<file path="src/hdl/hpuip_pkg.sv">
`default_nettype none
package hpuip_pkg;

  typedef enum logic [3:0] {
    S_IDLE,
    S_UNI,
    S_LO_MOD,
    S_DRAW,
    S_HASH_CTR,
    S_HASH_SEED,
    S_CHECK,
    S_RES_MOD,
    S_POST,
    S_SCAN,
    S_CMP,
    S_OUT
  } state_t;

  localparam logic [1:0] KIND_RESTART = 2'd0;
  localparam logic [1:0] KIND_DRAW    = 2'd1;
  localparam logic [1:0] KIND_PICK    = 2'd2;

  localparam logic STATUS_OK    = 1'b0;
  localparam logic STATUS_SHORT = 1'b1;

  localparam logic [31:0] HALF_RANGE = 32'h8000_0000;
  localparam logic [31:0] ALL_ONES   = 32'hFFFF_FFFF;
  localparam logic [31:0] PAD_WORD   = 32'h8000_0000;
  localparam logic [31:0] LEN_SEED   = 32'd256;
  localparam logic [31:0] LEN_CTR    = 32'd288;
  localparam logic [2:0]  LAST_WORD  = 3'd7;

  typedef struct packed {
    logic start;
    logic with_ctr;
  } sha_cmd_t;

  typedef struct packed {
    logic        start;
    logic [31:0] dividend;
    logic [31:0] divisor;
  } mod_cmd_t;

  localparam logic [31:0] SHA_IV [8] = '{
    32'h6a09e667, 32'hbb67ae85, 32'h3c6ef372, 32'ha54ff53a,
    32'h510e527f, 32'h9b05688c, 32'h1f83d9ab, 32'h5be0cd19
  };

  localparam logic [31:0] SHA_K [64] = '{
    32'h428a2f98, 32'h71374491, 32'hb5c0fbcf, 32'he9b5dba5,
    32'h3956c25b, 32'h59f111f1, 32'h923f82a4, 32'hab1c5ed5,
    32'hd807aa98, 32'h12835b01, 32'h243185be, 32'h550c7dc3,
    32'h72be5d74, 32'h80deb1fe, 32'h9bdc06a7, 32'hc19bf174,
    32'he49b69c1, 32'hefbe4786, 32'h0fc19dc6, 32'h240ca1cc,
    32'h2de92c6f, 32'h4a7484aa, 32'h5cb0a9dc, 32'h76f988da,
    32'h983e5152, 32'ha831c66d, 32'hb00327c8, 32'hbf597fc7,
    32'hc6e00bf3, 32'hd5a79147, 32'h06ca6351, 32'h14292967,
    32'h27b70a85, 32'h2e1b2138, 32'h4d2c6dfc, 32'h53380d13,
    32'h650a7354, 32'h766a0abb, 32'h81c2c92e, 32'h92722c85,
    32'ha2bfe8a1, 32'ha81a664b, 32'hc24b8b70, 32'hc76c51a3,
    32'hd192e819, 32'hd6990624, 32'hf40e3585, 32'h106aa070,
    32'h19a4c116, 32'h1e376c08, 32'h2748774c, 32'h34b0bcb5,
    32'h391c0cb3, 32'h4ed8aa4a, 32'h5b9cca4f, 32'h682e6ff3,
    32'h748f82ee, 32'h78a5636f, 32'h84c87814, 32'h8cc70208,
    32'h90befffa, 32'ha4506ceb, 32'hbef9a3f7, 32'hc67178f2
  };

  function automatic logic [31:0] rotr(input logic [31:0] x, input int unsigned n);
    return (x >> n) | (x << (32 - n));
  endfunction

endpackage
`default_nettype wire

</file>
<file path="src/hdl/hpuip_mod.sv">
`default_nettype none
module hpuip_mod (
  input  wire logic               clk,
  input  wire logic               rst,
  input  wire hpuip_pkg::mod_cmd_t cmd,
  output logic                    done,
  output logic [31:0]             rem
);

  logic        busy;
  logic [4:0]  cnt;
  logic [31:0] dvd;
  logic [31:0] dvs;
  logic [32:0] shifted;
  logic [32:0] diff;
  logic        ge;

  // one quotient bit per cycle, restoring
  always_comb begin
    shifted = {rem, dvd[31]};
    diff    = shifted - {1'b0, dvs};
    ge      = shifted >= {1'b0, dvs};
  end

  always_ff @(posedge clk) begin
    if (rst) begin
      busy <= 1'b0;
      done <= 1'b0;
      cnt  <= 5'd0;
    end else begin
      done <= 1'b0;
      if (cmd.start) begin
        busy <= 1'b1;
        cnt  <= 5'd0;
      end else if (busy) begin
        cnt <= cnt + 5'd1;
        if (cnt == 5'd31) begin
          busy <= 1'b0;
          done <= 1'b1;
        end
      end
    end
  end

  always_ff @(posedge clk) begin
    if (cmd.start) begin
      rem <= 32'd0;
      dvd <= cmd.dividend;
      dvs <= cmd.divisor;
    end else if (busy) begin
      rem <= ge ? diff[31:0] : shifted[31:0];
      dvd <= {dvd[30:0], 1'b0};
    end
  end

endmodule
`default_nettype wire

</file>
<file path="config.mk">
export PLATFORM = sky130hd
export DESIGN_NAME = hpuip_mod
export DESIGN_NICKNAME = d
export VERILOG_FILES = /design/src/hdl/hpuip_pkg.sv /design/src/hdl/hpuip_mod.sv
export SDC_FILE = /design/constraint.sdc
export NUM_CORES = 1
export LEC_CHECK = 0
export ABC_AREA = 1
export BUFFER_PORTS_ARGS = -buffer_cell sky130_fd_sc_hd__buf_2
export CAP_MARGIN = 15
export CELL_PAD_IN_SITES_DETAIL_PLACEMENT = 1
export CELL_PAD_IN_SITES_GLOBAL_PLACEMENT = 1
export CORE_AREA = 2 2 145 147
export CTS_CLUSTER_SIZE = 8
export DETAILED_ROUTE_END_ITERATION = 10
export DIE_AREA = 0 0 147 149
export PLACE_DENSITY = 0.8
export SYNTH_ARGS = -nofsm -noshare
export SYNTH_HDL_FRONTEND = slang
export SYNTH_SLANG_ARGS = --single-unit
export TNS_END_PERCENT = 5
</file>
<file path="constraint.sdc">
create_clock -name clk -period 2.5 [get_ports clk]
set_input_delay 0.125 -clock clk [delete_from_list [all_inputs] [get_ports clk]]
set_output_delay 0.125 -clock clk [all_outputs]
set_load 0.05 [all_outputs]
</file>
# == Word level (Yosys, flattened, before mapping) ==
# Index checks and enable logic that the tools add are counted.
# classes
addsub,2
eq_ne,1
muxes,7
n_reduce_logical,3
magnitude_cmp,1
bitwise,1
# ops
operator,n
2-to-1 mux 32 bit,3
>= comparator 33 x 32 -> 1 bit,1
subtractor 32 bit,1
adder 5 x 1 -> 5 bit (second input constant),1
== test 5 bit (second input constant),1
2-to-1 mux 1 bit,4
OR reduction 3 bit,1
nonzero test 2 bit,1
OR reduction 2 bit,1
NOT 1 bit,1
# totals
register_bits,103
word_cells,21

# == Logic depth before layout (Yosys ltp) ==
# depth
depth_word,4
mapped_depth,16

# == Worst setup path before layout ==
# No wires, ideal clock.
# synth_path
path_kind,reg2reg
from,reg rem[27]
to,reg rem[20]
synth_period_minus_slack_ps,2223
arrival_time_ps,2109
setup_ps,114
path_buffers,1
path_slack_ps,277
path_stages_with_launch,13
required_ps,2386
path_cell_list,dfxtp_1 -> ha_1 -> nand2_2 -> inv_2 -> nand2_1 -> nand2_1 -> a21oi_1 -> nand2_2 -> a21oi_4 -> buf_4 -> nand3b_1 -> nand3_2 -> nand2_1
# synth_via
elab_chain_cells,2
# synth_rtl
item,line,text
from (decl),hpuip_mod.sv:7,output logic [31:0] rem
from (signal assigned),hpuip_mod.sv:51,rem <= ge ? diff[31:0] : shifted[31:0];
>= comparator 33 x 32 -> 1 bit,hpuip_mod.sv:22,"ge = shifted >= {1'b0, dvs};"
2-to-1 mux 32 bit,hpuip_mod.sv:51,
# No other way between the ends.
# A chain may end at the register's enable or synchronous reset.

# == Final worst setup path ==
# layout_path
from,reg dvd[31]
to,reg rem[26]
# layout_via
elab_chain_cells,2
word_cells_on_any_way,3
classes_between,add/sub (1); order compare (1); mux (1)
# layout_rtl
item,line,text
from (decl),hpuip_mod.sv:12,logic [31:0] dvd;
from (signal assigned),hpuip_mod.sv:48,dvd <= cmd.dividend;
from (signal assigned),hpuip_mod.sv:52,"dvd <= {dvd[30:0], 1'b0};"
subtractor 32 bit or >= comparator 33 x 32 -> 1 bit (tied branches),"hpuip_mod.sv:21, hpuip_mod.sv:22",
2-to-1 mux 32 bit (*),hpuip_mod.sv:51,
# Mark *: on every way between the ends. The rest lies on a longest branch, timed or not.

==> flow_metrics.py <==
metrics = {
    "clock_network": {
        "h-tree-depth": 3,
        "clk_pin_slew_ns": 0.08,
        "clock-root-buffer": "clkbuf_16",
        "cts_num_sinks": 103,
        "cts_setup_buffers": 0,
        "clk_latency_ns": 0.37,
        "cts_buffer_depth": 2,
        "cts-buffers-inserted": 9,
        "cts_tree": "built",
    },
    "timing": {
        "final.setup.tns_ns": 0,
        "grt_setup_unrepaired": "no",
        "max-slew-margin-rel_pct": 38.94,
        "setup_ws_ns": 0.2058,
        "finalHoldViolations": 0,
        "skew_ns": 0.01875,
        "final-setup-viol-count": 0,
        "worst_slew_pin_slew_ns": 0.9149,
        "drv_slew": 0,
        "min_period_ns": 2.294,
        "timing.fmax_mhz": 435.9,
        "fin_crit_sh_pct": 91.77,
    },
    "setup_path": {
        "cp_cell_sequence": "inv_1 > ha_1 > inv_1 > fa_1 > nand2_1 > nand3_1 > nand2_1 > nand2_1 > nand2_1 > nand3b_1 > nand2_1 > nand2_2 > nand3_2 > nand2_1",
        "critPathBufInv": 2,
        "cpPeakStageDelay_ns": 0.44,
        "start_kind": "flip-flop",
        "worstPathArrival_ns": 2.55,
        "cp_top_family": "simple AND/OR/NAND/NOR gates",
        "cp_slowest_cell": "fa_1",
        "cp_common_cell": "nand2_1",
        "critical_path_class": "reg -> reg",
        "critPathCaptureType": "flip-flop",
        "worst-path-max-fanout": 3,
        "r2r_cells": 14,
        "r2r_end": "rem[26]$_SDFFE_PP0P_",
        "crit_required_ns": 2.76,
        "r2r_setup_slack_ns": 0.21,
        "r2r-start": "dvd[31]$_DFFE_PP_",
    },
    "drt": {
        "drtIter0Drc": 254,
        "dr.pass1.iters": 4,
        "vias_per_cell": 4.602,
        "drc": 0,
        "drt-total-wl_um": 19820,
        "wl_per_cell_um": 14.34,
        "dr_total_vias": 6360,
        "ant_nets": 0,
    },
    "global_route": {
        "use_met3_pct": 3.578,
        "grt_max_degree": 52,
        "grt-busiest-layer": "met2",
        "grtUsageMet2_pct": 33.62,
        "grt_pass1_wl_um": 33090,
        "grt.met1_usage_pct": 23.29,
        "grtUsageTotal_pct": 18.79,
        "grt_pass1_vias": 6682,
        "grt-ovfl-total": 0,
        "antenna_found_initial": 1,
    },
    "floorplanning": {
        "initial_utilization_pct": 34.32,
        "die_w_um": 147,
        "die_h_um": 149,
        "coreArea_sq_um": 20560,
        "num_rows": 53,
        "boundaryPins": 100,
        "die_area_sq_um": 21900,
    },
    "outcome": {
        "status": "completed",
    },
    "finish": {
        "antenna_cells": 0,
        "fillCellCount": 2607,
        "syn2layout_area_growth_pct": 19.01,
        "finalNetCount": 1204,
        "final_layout_size_suffix_gt1_share_pct": 19.06,
        "fin_cells": 1382,
    },
    "yosys": {
        "syn-cell-area_sq_um": 7056,
        "avgSynthCellArea_sq_um": 7.266,
        "ys_types": 36,
        "yosys_warnings": 0,
        "synth-seq-area-share_pct": 38.30,
        "syn-num-nets": 1073,
        "ys_ff_latch": 103,
        "synthCells": 971,
    },
    "hold_path": {
        "hold_start": "cmd[32]",
        "hold_path.class": "in -> reg",
        "min_to": "dvd[0]$_SDFFCE_PN0P_",
        "min_path_cells": 3,
    },
    "power_and_ir_drop": {
        "leakage_nw": 4.529,
        "power_per_cell_area_nw_per_um2": 460.0,
        "vdd_ir_drop_max_uv": 272.1,
    },
    "place": {
        "io_buffers": 99,
        "hpwl_um": 15010,
        "gp_congestion": 0.9086,
        "post-place-cells": 1333,
        "pre_cts_slack_ns": 0.2318,
    },
    "flow_run": {
        "maxCapViolCount": 0,
    },
}
-- where the power goes --
group          internal, mW  switching [mW]
clock                 0.690           0.705
sequential             1.92          0.0303
combinational         0.199           0.319
-- synth_stat cells (all sizes together) --
cell    instances  area share [%]
nand2         452              26
inv           159             8.5
edfxtp         64              27
nand3          52             5.7
nor2           47             2.7
nand3b         40             4.3
dfxtp          39              11
ha             34             6.0
a21oi          23             1.8
xnor2          14             1.7
clkbuf         12            0.92
buf            11             1.8
nor3            7            0.66
and2            5            0.44
a21o            2            0.21
and3            2            0.18
nand4           2            0.18
a211oi          1            0.11
fa              1            0.28
o21ai           1           0.071
o21bai          1            0.11
or2             1           0.089
xor2            1            0.12
-- worst max-delay path by stage --
stage | start | endpoint | slack [ns] | cells past startpoint
3_3_place_gp | dvs[23]$_DFFE_PP_ | rem[21]$_SDFFE_PP0P_ | 0.29 | 13
6_report | dvd[31]$_DFFE_PP_ | rem[26]$_SDFFE_PP0P_ | 0.21 | 14
4_1_cts | dvd[31]$_DFFE_PP_ | rem[26]$_SDFFE_PP0P_ | 0.20 | 14
3_5_place_dp | dvs[18]$_DFFE_PP_ | rem[17]$_SDFFE_PP0P_ | 0.23 | 13
5_1_grt | dvs[4]$_DFFE_PP_ | rem[0]$_SDFFE_PP0P_ | 0.005 | 15
2_1_floorplan | rem[27]$_SDFFE_PP0P_ | rem[20]$_SDFFE_PP0P_ | 0.28 | 12
-- layout by cell type, fill, tap and decap left out, types with 3 or more instances in the layout --
master and n:
nand2_2 37, and2_1 5, nand3_1 24, nand3b_1 40
dfxtp_1 39, nor3_1 6, buf_2 99, inv_2 9
a21oi_1 22, xnor2_1 14, nand2_1 412, inv_6 3
buf_4 11, clkbuf_16 9, nor2_2 5, nand3_2 28
dlygate4sd3_1 33, ha_1 34, edfxtp_1 64, inv_1 150
nor2_1 40
-- flip-flops by register name, indices dropped and copies added, names as in the netlist --
signal / flops
busy: 1
dvd: 32
done: 1
cnt: 5
dvs: 32
rem: 32
-- cell type report --
cell class | instances | area [sq um] | area share, %
multi-input cells | 686 | 3572 | 42.54
flip-flops and latches | 103 | 2703 | 32.19
repair buffers | 143 | 908.4 | 10.82
inverters | 159 | 596.8 | 7.108
well taps | 275 | 344.1 | 4.098
clock buffers | 11 | 232.7 | 2.772
clock inverters | 5 | 40.04 | 0.4768
-- cell families (layout without fill, tap and decap cells) --
family	count (synthesis)	in the layout	share of synthesized area [%]
flops	103	103	38.30
simple gates	608	608	40.02
fa+ha+maj	35	35	6.313
xor+xnor	15	15	1.862
compound gates	28	28	2.288
buf+inv	182	318	11.21
-- per-layer routing --
metal  routed length, um  part of all wire [%]
met1                9054                    46
met2                9694                    49
met3                 767                   3.9
met4                 291                   1.5
met5                  13                 0.066
-- repair_timing --
action | 4_1_cts | 5_1_grt
hold buffers | 33 | 0
resized for setup | 0 | 0
endpoints found under the hold margin | 33 | 0
-- metrics by stage --
step | hold slack, ns | area (sq um) | utilization (%) | power [mW]
2_1_floorplan | 0.2035 | 7056 | - | 2.300
3_3_place_gp | 0.3026 | 7794 | 37.91 | 2.454
3_5_place_dp | 0.3037 | 7794 | 37.91 | 2.471
4_1_cts | 0.005279 | 8397 | 40.85 | 3.905
5_1_grt | 0.03123 | 8397 | 40.85 | 4.038
6_report | 0.01408 | 8397 | 40.85 | 3.862
-- worst reg2reg max path: stages, from the launching register on --
cell      delay, ns
edfxtp_1       0.36
inv_1          0.09
ha_1           0.15
inv_1          0.07
fa_1           0.44
nand2_1        0.12
nand3_1        0.17
nand2_1        0.11
nand2_1        0.16
nand2_1        0.19
nand3b_1       0.10
nand2_1        0.10
nand2_2        0.05
nand3_2        0.06
nand2_1        0.04
No activity file was read; power rests on OpenSTA's default activity.
