`src/hdl/hpuip_pkg.sv`:
```
`default_nettype none
package hpuip_pkg;

  typedef enum logic [3:0] {
    S_IDLE,
    S_UNI,
    S_LO_MOD,
    S_DRAW,
    S_HASH_CTR,
    S_HASH_SEED,
    S_CHECK,
    S_RES_MOD,
    S_POST,
    S_SCAN,
    S_CMP,
    S_OUT
  } state_t;

  localparam logic [1:0] KIND_RESTART = 2'd0;
  localparam logic [1:0] KIND_DRAW    = 2'd1;
  localparam logic [1:0] KIND_PICK    = 2'd2;

  localparam logic STATUS_OK    = 1'b0;
  localparam logic STATUS_SHORT = 1'b1;

  localparam logic [31:0] HALF_RANGE = 32'h8000_0000;
  localparam logic [31:0] ALL_ONES   = 32'hFFFF_FFFF;
  localparam logic [31:0] PAD_WORD   = 32'h8000_0000;
  localparam logic [31:0] LEN_SEED   = 32'd256;
  localparam logic [31:0] LEN_CTR    = 32'd288;
  localparam logic [2:0]  LAST_WORD  = 3'd7;

  typedef struct packed {
    logic start;
    logic with_ctr;
  } sha_cmd_t;

  typedef struct packed {
    logic        start;
    logic [31:0] dividend;
    logic [31:0] divisor;
  } mod_cmd_t;

  localparam logic [31:0] SHA_IV [8] = '{
    32'h6a09e667, 32'hbb67ae85, 32'h3c6ef372, 32'ha54ff53a,
    32'h510e527f, 32'h9b05688c, 32'h1f83d9ab, 32'h5be0cd19
  };

  localparam logic [31:0] SHA_K [64] = '{
    32'h428a2f98, 32'h71374491, 32'hb5c0fbcf, 32'he9b5dba5,
    32'h3956c25b, 32'h59f111f1, 32'h923f82a4, 32'hab1c5ed5,
    32'hd807aa98, 32'h12835b01, 32'h243185be, 32'h550c7dc3,
    32'h72be5d74, 32'h80deb1fe, 32'h9bdc06a7, 32'hc19bf174,
    32'he49b69c1, 32'hefbe4786, 32'h0fc19dc6, 32'h240ca1cc,
    32'h2de92c6f, 32'h4a7484aa, 32'h5cb0a9dc, 32'h76f988da,
    32'h983e5152, 32'ha831c66d, 32'hb00327c8, 32'hbf597fc7,
    32'hc6e00bf3, 32'hd5a79147, 32'h06ca6351, 32'h14292967,
    32'h27b70a85, 32'h2e1b2138, 32'h4d2c6dfc, 32'h53380d13,
    32'h650a7354, 32'h766a0abb, 32'h81c2c92e, 32'h92722c85,
    32'ha2bfe8a1, 32'ha81a664b, 32'hc24b8b70, 32'hc76c51a3,
    32'hd192e819, 32'hd6990624, 32'hf40e3585, 32'h106aa070,
    32'h19a4c116, 32'h1e376c08, 32'h2748774c, 32'h34b0bcb5,
    32'h391c0cb3, 32'h4ed8aa4a, 32'h5b9cca4f, 32'h682e6ff3,
    32'h748f82ee, 32'h78a5636f, 32'h84c87814, 32'h8cc70208,
    32'h90befffa, 32'ha4506ceb, 32'hbef9a3f7, 32'hc67178f2
  };

  function automatic logic [31:0] rotr(input logic [31:0] x, input int unsigned n);
    return (x >> n) | (x << (32 - n));
  endfunction

endpackage
`default_nettype wire

```
`src/hdl/hpuip_sha.sv`:
```
`default_nettype none
module hpuip_sha (
  input  wire logic               clk,
  input  wire logic               rst,
  input  wire hpuip_pkg::sha_cmd_t cmd,
  input  wire logic [255:0]       seed,
  input  wire logic [31:0]        ctr,
  output logic                    done,
  output logic [255:0]            digest
);

  logic        busy;
  logic        fin;
  logic [5:0]  round;
  logic [31:0] va, vb, vc, vd, ve, vf, vg, vh;
  logic [31:0] w [16];
  logic [31:0] blk [16];
  logic [31:0] s1e, ch, t1, s0a, maj, t2, ws0, ws1, wn;

  always_comb begin
    for (int i = 0; i < 8; i++) begin
      blk[i] = seed[255 - 32 * i -: 32];
    end
    for (int i = 8; i < 16; i++) begin
      blk[i] = 32'd0;
    end
    if (cmd.with_ctr) begin
      blk[8]  = ctr;
      blk[9]  = hpuip_pkg::PAD_WORD;
      blk[15] = hpuip_pkg::LEN_CTR;
    end else begin
      blk[8]  = hpuip_pkg::PAD_WORD;
      blk[15] = hpuip_pkg::LEN_SEED;
    end
  end

  always_comb begin
    s1e = hpuip_pkg::rotr(ve, 6) ^ hpuip_pkg::rotr(ve, 11) ^ hpuip_pkg::rotr(ve, 25);
    ch  = (ve & vf) ^ (~ve & vg);
    t1  = vh + s1e + ch + hpuip_pkg::SHA_K[round] + w[0];
    s0a = hpuip_pkg::rotr(va, 2) ^ hpuip_pkg::rotr(va, 13) ^ hpuip_pkg::rotr(va, 22);
    maj = (va & vb) ^ (va & vc) ^ (vb & vc);
    t2  = s0a + maj;
    ws0 = hpuip_pkg::rotr(w[1], 7) ^ hpuip_pkg::rotr(w[1], 18) ^ (w[1] >> 3);
    ws1 = hpuip_pkg::rotr(w[14], 17) ^ hpuip_pkg::rotr(w[14], 19) ^ (w[14] >> 10);
    wn  = w[0] + ws0 + w[9] + ws1;
  end

  always_ff @(posedge clk) begin
    if (rst) begin
      busy  <= 1'b0;
      fin   <= 1'b0;
      done  <= 1'b0;
      round <= 6'd0;
    end else begin
      done <= 1'b0;
      fin  <= 1'b0;
      if (cmd.start) begin
        busy  <= 1'b1;
        round <= 6'd0;
      end else if (busy) begin
        round <= round + 6'd1;
        if (round == 6'd63) begin
          busy <= 1'b0;
          fin  <= 1'b1;
        end
      end
      if (fin) begin
        done <= 1'b1;
      end
    end
  end

  always_ff @(posedge clk) begin
    if (cmd.start) begin
      va <= hpuip_pkg::SHA_IV[0];
      vb <= hpuip_pkg::SHA_IV[1];
      vc <= hpuip_pkg::SHA_IV[2];
      vd <= hpuip_pkg::SHA_IV[3];
      ve <= hpuip_pkg::SHA_IV[4];
      vf <= hpuip_pkg::SHA_IV[5];
      vg <= hpuip_pkg::SHA_IV[6];
      vh <= hpuip_pkg::SHA_IV[7];
      for (int i = 0; i < 16; i++) begin
        w[i] <= blk[i];
      end
    end else if (busy) begin
      va <= t1 + t2;
      vb <= va;
      vc <= vb;
      vd <= vc;
      ve <= vd + t1;
      vf <= ve;
      vg <= vf;
      vh <= vg;
      for (int i = 0; i < 15; i++) begin
        w[i] <= w[i + 1];
      end
      w[15] <= wn;
    end
    if (fin) begin
      digest <= {hpuip_pkg::SHA_IV[0] + va, hpuip_pkg::SHA_IV[1] + vb,
                 hpuip_pkg::SHA_IV[2] + vc, hpuip_pkg::SHA_IV[3] + vd,
                 hpuip_pkg::SHA_IV[4] + ve, hpuip_pkg::SHA_IV[5] + vf,
                 hpuip_pkg::SHA_IV[6] + vg, hpuip_pkg::SHA_IV[7] + vh};
    end
  end

endmodule
`default_nettype wire

```
`config.mk`:
```
export PLATFORM = sky130hd
export DESIGN_NAME = hpuip_sha
export DESIGN_NICKNAME = d
export VERILOG_FILES = /design/src/hdl/hpuip_pkg.sv /design/src/hdl/hpuip_sha.sv
export SDC_FILE = /design/constraint.sdc
export NUM_CORES = 2
export LEC_CHECK = 0
export BUFFER_PORTS_ARGS = -buffer_cell sky130_fd_sc_hd__buf_4
export CORE_MARGIN = 2
export CORE_UTILIZATION = 60
export DETAILED_ROUTE_END_ITERATION = 16
export PLACE_DENSITY = 0.81
export SKIP_LAST_GASP = 1
export SLEW_MARGIN = 20
export SYNTH_ARGS = -nofsm -noshare
export SYNTH_HDL_FRONTEND = slang
export SYNTH_SLANG_ARGS = --single-unit
```
`constraint.sdc`:
```
create_clock -name clk -period 22.8 [get_ports clk]
set_input_delay 1.14 -clock clk [delete_from_list [all_inputs] [get_ports clk]]
set_output_delay 1.14 -clock clk [all_outputs]
set_load 0.05 [all_outputs]
```
# After elaboration in Yosys (flattened, before gate mapping)
# Memory sizes are Yosys's and may differ from the RTL's.
# Cells that the tools add are included.
# classes
eq_ne,1
n_bitwise,45
multipliers,0
n_mux,31
n_div,0
reduce_logical,2
magnitude_cmp,1
add_sub_neg,19
n_shift,0
# op_table
cell,count
$mux W32,20
$add A32 B32 Y32,10
$xor A32 B32 Y32,9
$and A32 B32 Y32,5
$add A31 B32 Y32 const A,3
$add A32 B32 Y32 const A,3
$add A29 B32 Y32 const A,1
$add A30 B32 Y32 const A,1
$not A32 Y32,1
$or A10 B32 Y32,1
$or A13 B32 Y32,1
$or A14 B32 Y32,1
$or A15 B32 Y32,1
$or A19 B32 Y32,1
$or A21 B32 Y32,1
$or A25 B32 Y32,1
$or A26 B32 Y32,1
$or A30 B32 Y32,1
$or A7 B32 Y32,1
$xor A32 B22 Y32,1
$xor A32 B29 Y32,1
$or A1 B1 Y1,16
$mux W1,10
$ge A7 B7 Y1 const B,1
7 further kinds,7
# word_totals
mem_count,2
mem_bits_ro,2048
latchBits,0
elab_cells,114
ramBits,512
ff_bits,521
output_inout_bits,257
# memory_table
memory,depth,width,rd,rd_ports_with_merged_regs,write_ports,line,source
(no name shown),64,32,1,0,0,hpuip_sha.sv:40,t1 = vh + s1e + ch + hpuip_pkg::SHA_K[round] + w[0];
w,16,32,16,0,16,hpuip_sha.sv:16,logic [31:0] w [16];

# Longest topological paths before layout
# depth
ltp_word,8
depth_mapped,36
ltp_nobuf,35

# Worst setup path before layout
# No wires, ideal clock.
# synth_path
kind,input -> register
start,input port cmd[1] in the netlist's numbering
end,register va[28]
t_arrival_ns,12.183
stages,4
setup_slack_ns,10.024
required_time_ns,22.207
cell_sequence,clkbuf_1 > nor2_1 > inv_1 > o32ai_1
# synth_rtl
item,line,source
"start, declared",hpuip_sha.sv:5,"input wire hpuip_pkg::sha_cmd_t cmd,"
"end signal, assigned",hpuip_sha.sv:76,va <= hpuip_pkg::SHA_IV[0];
"end signal, assigned",hpuip_sha.sv:88,va <= t1 + t2;
"end, declared",hpuip_sha.sv:15,"logic [31:0] va, vb, vc, vd, ve, vf, vg, vh;"

# Final worst setup path
# layout_path
start,register round[1]
end,register va[31]
# layout_via
elab_chain_len,7
# layout_lines
item,line,source
"start, declared",hpuip_sha.sv:14,logic [5:0] round;
"start signal, assigned",hpuip_sha.sv:62,round <= round + 6'd1;
$not A6 Y7 (implied by the code),hpuip_sha.sv:40,
$mem_v2 Z64 W32,n/a,
$mux W32 (implied by the code) (2 in series),hpuip_sha.sv:40,
$add A32 B32 Y32 (2 in series),hpuip_sha.sv:40,
$add A32 B32 Y32,hpuip_sha.sv:88,
# Every way passes these cells. The select of a mux whose other input is x is not followed.
# A chain may end at the register's enable or synchronous reset.

==> results.txt <==
----------------------------------------------------
[Global routing]
  Overflow after GRT ... 0
  Largest net degree at the start of global routing ... 221
  Wire length of the first global-routing pass ... 272000 um
  Antenna violations before repair ... 18
  Vias in the first global route ... 43.0k
  Combined global-route utilization of all metal layers ... 37.0%

[Synth]
  Mean post-synth cell area ... 10.3 um2
  Sequential fraction of the synthesis area ... 48.8%
  Top flip-flop cell by instance count after synthesis ... edfxtp_1
  Share of async-settable or async-resettable flops after synthesis ... 0%
  Count of warnings emitted by yosys ... 0
  Post-synthesis instance area ... 58200 um2
  Syn_nets ... 6278
  Count of cell types in the netlist ... 104
  Instance count of the mapped netlist ... 5649
  EDFF count, synth ... 768
  Flop and latch count out of synthesis ... 1033

[Die]
  Standard-cell rows ... 114
  Total Die Area ... 99500 um2
  IO Pins ... 549
  Width of the die ... 315 um
  Effective utilization at floorplan ... 60.3%
  Chip height ... 315 um
  Area of the core region ... 96400 um2

[Clocking]
  Number of buffers created by CTS ... 104
  CTS-repair resized insts ... 0
  Depth of the CTS H-tree ... 3
  Hold-fix buffers, CTS ... 0
  Buffer type at the clock tree root ... clkbuf_16
  Post-CTS setup repair buffer count ... 0
  Worst-Skew Late Latency ... 740 ps
  TritonCTS Sinks ... 1033
  Clock tree from TritonCTS ... yes
  Maximum number of buffers from clock root to sink ... 3
  Clock input transition at the sequential cells of the worst setup and hold paths ... 60 ps

[Worst setup path]
  Crit path buf inv count ... 4
  Critical path start-end classification ... reg2reg
  Slack of the worst reg-to-reg path ... 12600 ps
  Crit end category ... flip-flop
  Family with the most delay on the worst path ... compound AO/OA/AOI/OAI gates
  Cell repeated most along the worst path ... fa_1
  Type of element launching the critical path ... flip-flop
  Worst setup path end ... va[31]$_SDFFE_PP0P_
  Critical path data arrival time ... 10830 ps
  Number of cells on the critical path ... 33
  Destination of the worst register-to-register timing path ... va[31]$_SDFFE_PP0P_
  Crit-path max cell delay ... 1010 ps
  Peak fanout along the critical path ... 19
  Launch point of the critical path ... round[1]$_SDFFE_PP0P_
  Worst r2r src ... round[1]$_SDFFE_PP0P_
  Library cell contributing the largest single delay on the critical path ... ha_1
  Data required time at the worst endpoint ... 23430 ps
  Depth of the most critical reg-to-reg path ... 33

[STA]
  Ratio of final minimum period to clock period ... 44.7%
  Shortest clock period the worst path allows after layout ... 10200 ps
  Relative slew margins ... 20.4%
  Post-route setup TNS ... 0 ps
  Top achievable clock speed ... 98.0 MHz
  Transition time at the pin with the least slew margin ... 1190 ps
  Pins Over Slew Limit ... 0
  Final number of setup-violating endpoints ... 0
  Hold Violations, Final ... 0
  Clk_skew ... 65.4 ps
  Setup repair after global routing missed its margin ... false

[Route]
  Routed via count divided by cell count ... 6.00
  Average wire per standard cell ... 25.3 um
  Starting DRC count in detailed routing ... 5354
  Wire length reported by the detailed router ... 187000 um
  Remaining design rule violation count ... 0
  Count of antenna-violating nets left after detailed routing ... 0
  Via Count ... 44.4k
  Initial DRT Pass Iterations ... 6

[Run status]
  Run status ... completed

[Finish]
  Net count reported at finish ... 6657
  Share of layout cells above drive strength 1 ... 13.9%
  Area grow syn2layout ... 14.7%
  End-of-flow core utilization ... 69.2%
  Number of inserted filler cells in the final layout ... 7142
  Leading cell types in the layout, fill and taps excluded ... nand2_1, edfxtp_1, buf_4, xnor2_1, nor2_1
  Most common library cell in the layout ignoring fill and taps ... nand2_1

[Min path]
  Hold path depth ... 0
  Worst hold path type ... reg2reg

[Placement]
  Number of input and output port buffers inserted ... 548
  GPL Wtd Cong ... 1.02
  Post-DP HPWL ... 138000 um

[Job]
  Number of max-capacitance violations reported ... 0

----------------------------------------------------
-- cells by family (layout without fill, tap and decap cells) --
family,after synthesis,in the layout,share of synthesized area (%)
and+or+nand+nor,2011,2011,15.0
other,0,10,0
xor gates and xnor gates,567,567,8.61
muxes,228,228,4.07
adders and majority gates,338,338,9.68
DFF,1033,1033,48.8
AOI/OAI and AO/OA,861,861,9.89
buffers and inverters,611,1082,4.00
-- stage by stage --
stage	hold slack, ps	worst slack (ps)	std cells	area (um2)
after global routing	517	12050	7403	66700
after CTS	499	12860	7396	66700
final	506	12600	7406	66700
after floorplan	436	10020	5649	58200
after global placement	476	13020	7198	63100
after detailed placement	475	12900	7198	63100
-- sequential cells by signal, summed over array words and instances (netlist names) --
signal / count
busy: 1
digest: 256
done: 1
fin: 1
round: 6
va: 32
vb: 32
vc: 32
vd: 32
ve: 32
vf: 32
vg: 32
vh: 32
w: 512
-- Yosys cell counts, types with 11 or more instances --
cell type	instances	area [um2]
edfxtp_1	768	23100
a211oi_1	31	233
nand2b_1	32	200
o21ai_1	11	55.1
a21o_1	98	736
nand2_1	1184	4440
o21a_1	37	278
buf_1	49	184
o31ai_1	26	195
fa_1	187	3740
a211o_1	16	140
xor2_1	169	1480
dfxtp_1	265	5310
xnor2_1	394	3450
clkbuf_1	255	957
nor2b_1	188	1180
a21boi_0	11	82.6
mux2_2	27	304
o211ai_1	42	315
nand4_1	16	100
a31oi_1	32	200
a21oi_1	181	906
o21bai_1	23	173
nor2_1	315	1180
nand3_1	77	385
ha_1	150	1880
nor3_1	68	340
or2_2	12	75.1
mux2i_1	197	1970
o21ai_0	220	1100
and2_1	15	93.8
inv_1	285	1070
or4_1	11	82.6
and3_1	50	313
-- worst min-delay path by stage --
stage                                   from               endpoint  slack [ps]
after floorplan           vd[0]$_SDFFE_PP0P_  digest[128]$_DFFE_PP_         440
after global placement    vd[0]$_SDFFE_PP0P_  digest[128]$_DFFE_PP_         480
after detailed placement  vd[0]$_SDFFE_PP0P_  digest[128]$_DFFE_PP_         480
after CTS                 vf[1]$_SDFFE_PP0P_   digest[65]$_DFFE_PP_         500
after global routing      w[2][31]$_DFFE_PP_     w[1][31]$_DFFE_PP_         520
final                     vf[0]$_SDFFE_PP0P_   digest[64]$_DFFE_PP_         510
-- routing by layer --
metal	global-route usage, %	part of all wire (%)
met5	0	0.061
met4	18.5	5.5
met3	7.69	9.7
met2	59.8	47
met1	47.7	38
-- cell type report --
cell class	count	area, um2	share of cell area (%)
Tap cell	1276	1600	2.39
Multi-Input combinational cell	4005	27500	41.2
Timing Repair Buffer	591	4490	6.73
Antenna cell	10	25.0	0.0375
Sequential cell	1033	28400	42.5
Clock buffer	134	2850	4.27
Clock inverter	64	773	1.16
Inverter	293	1110	1.66
Power is not shown: default switching activity piles up to over one toggle a cycle in this logic, so the estimate is an artifact.
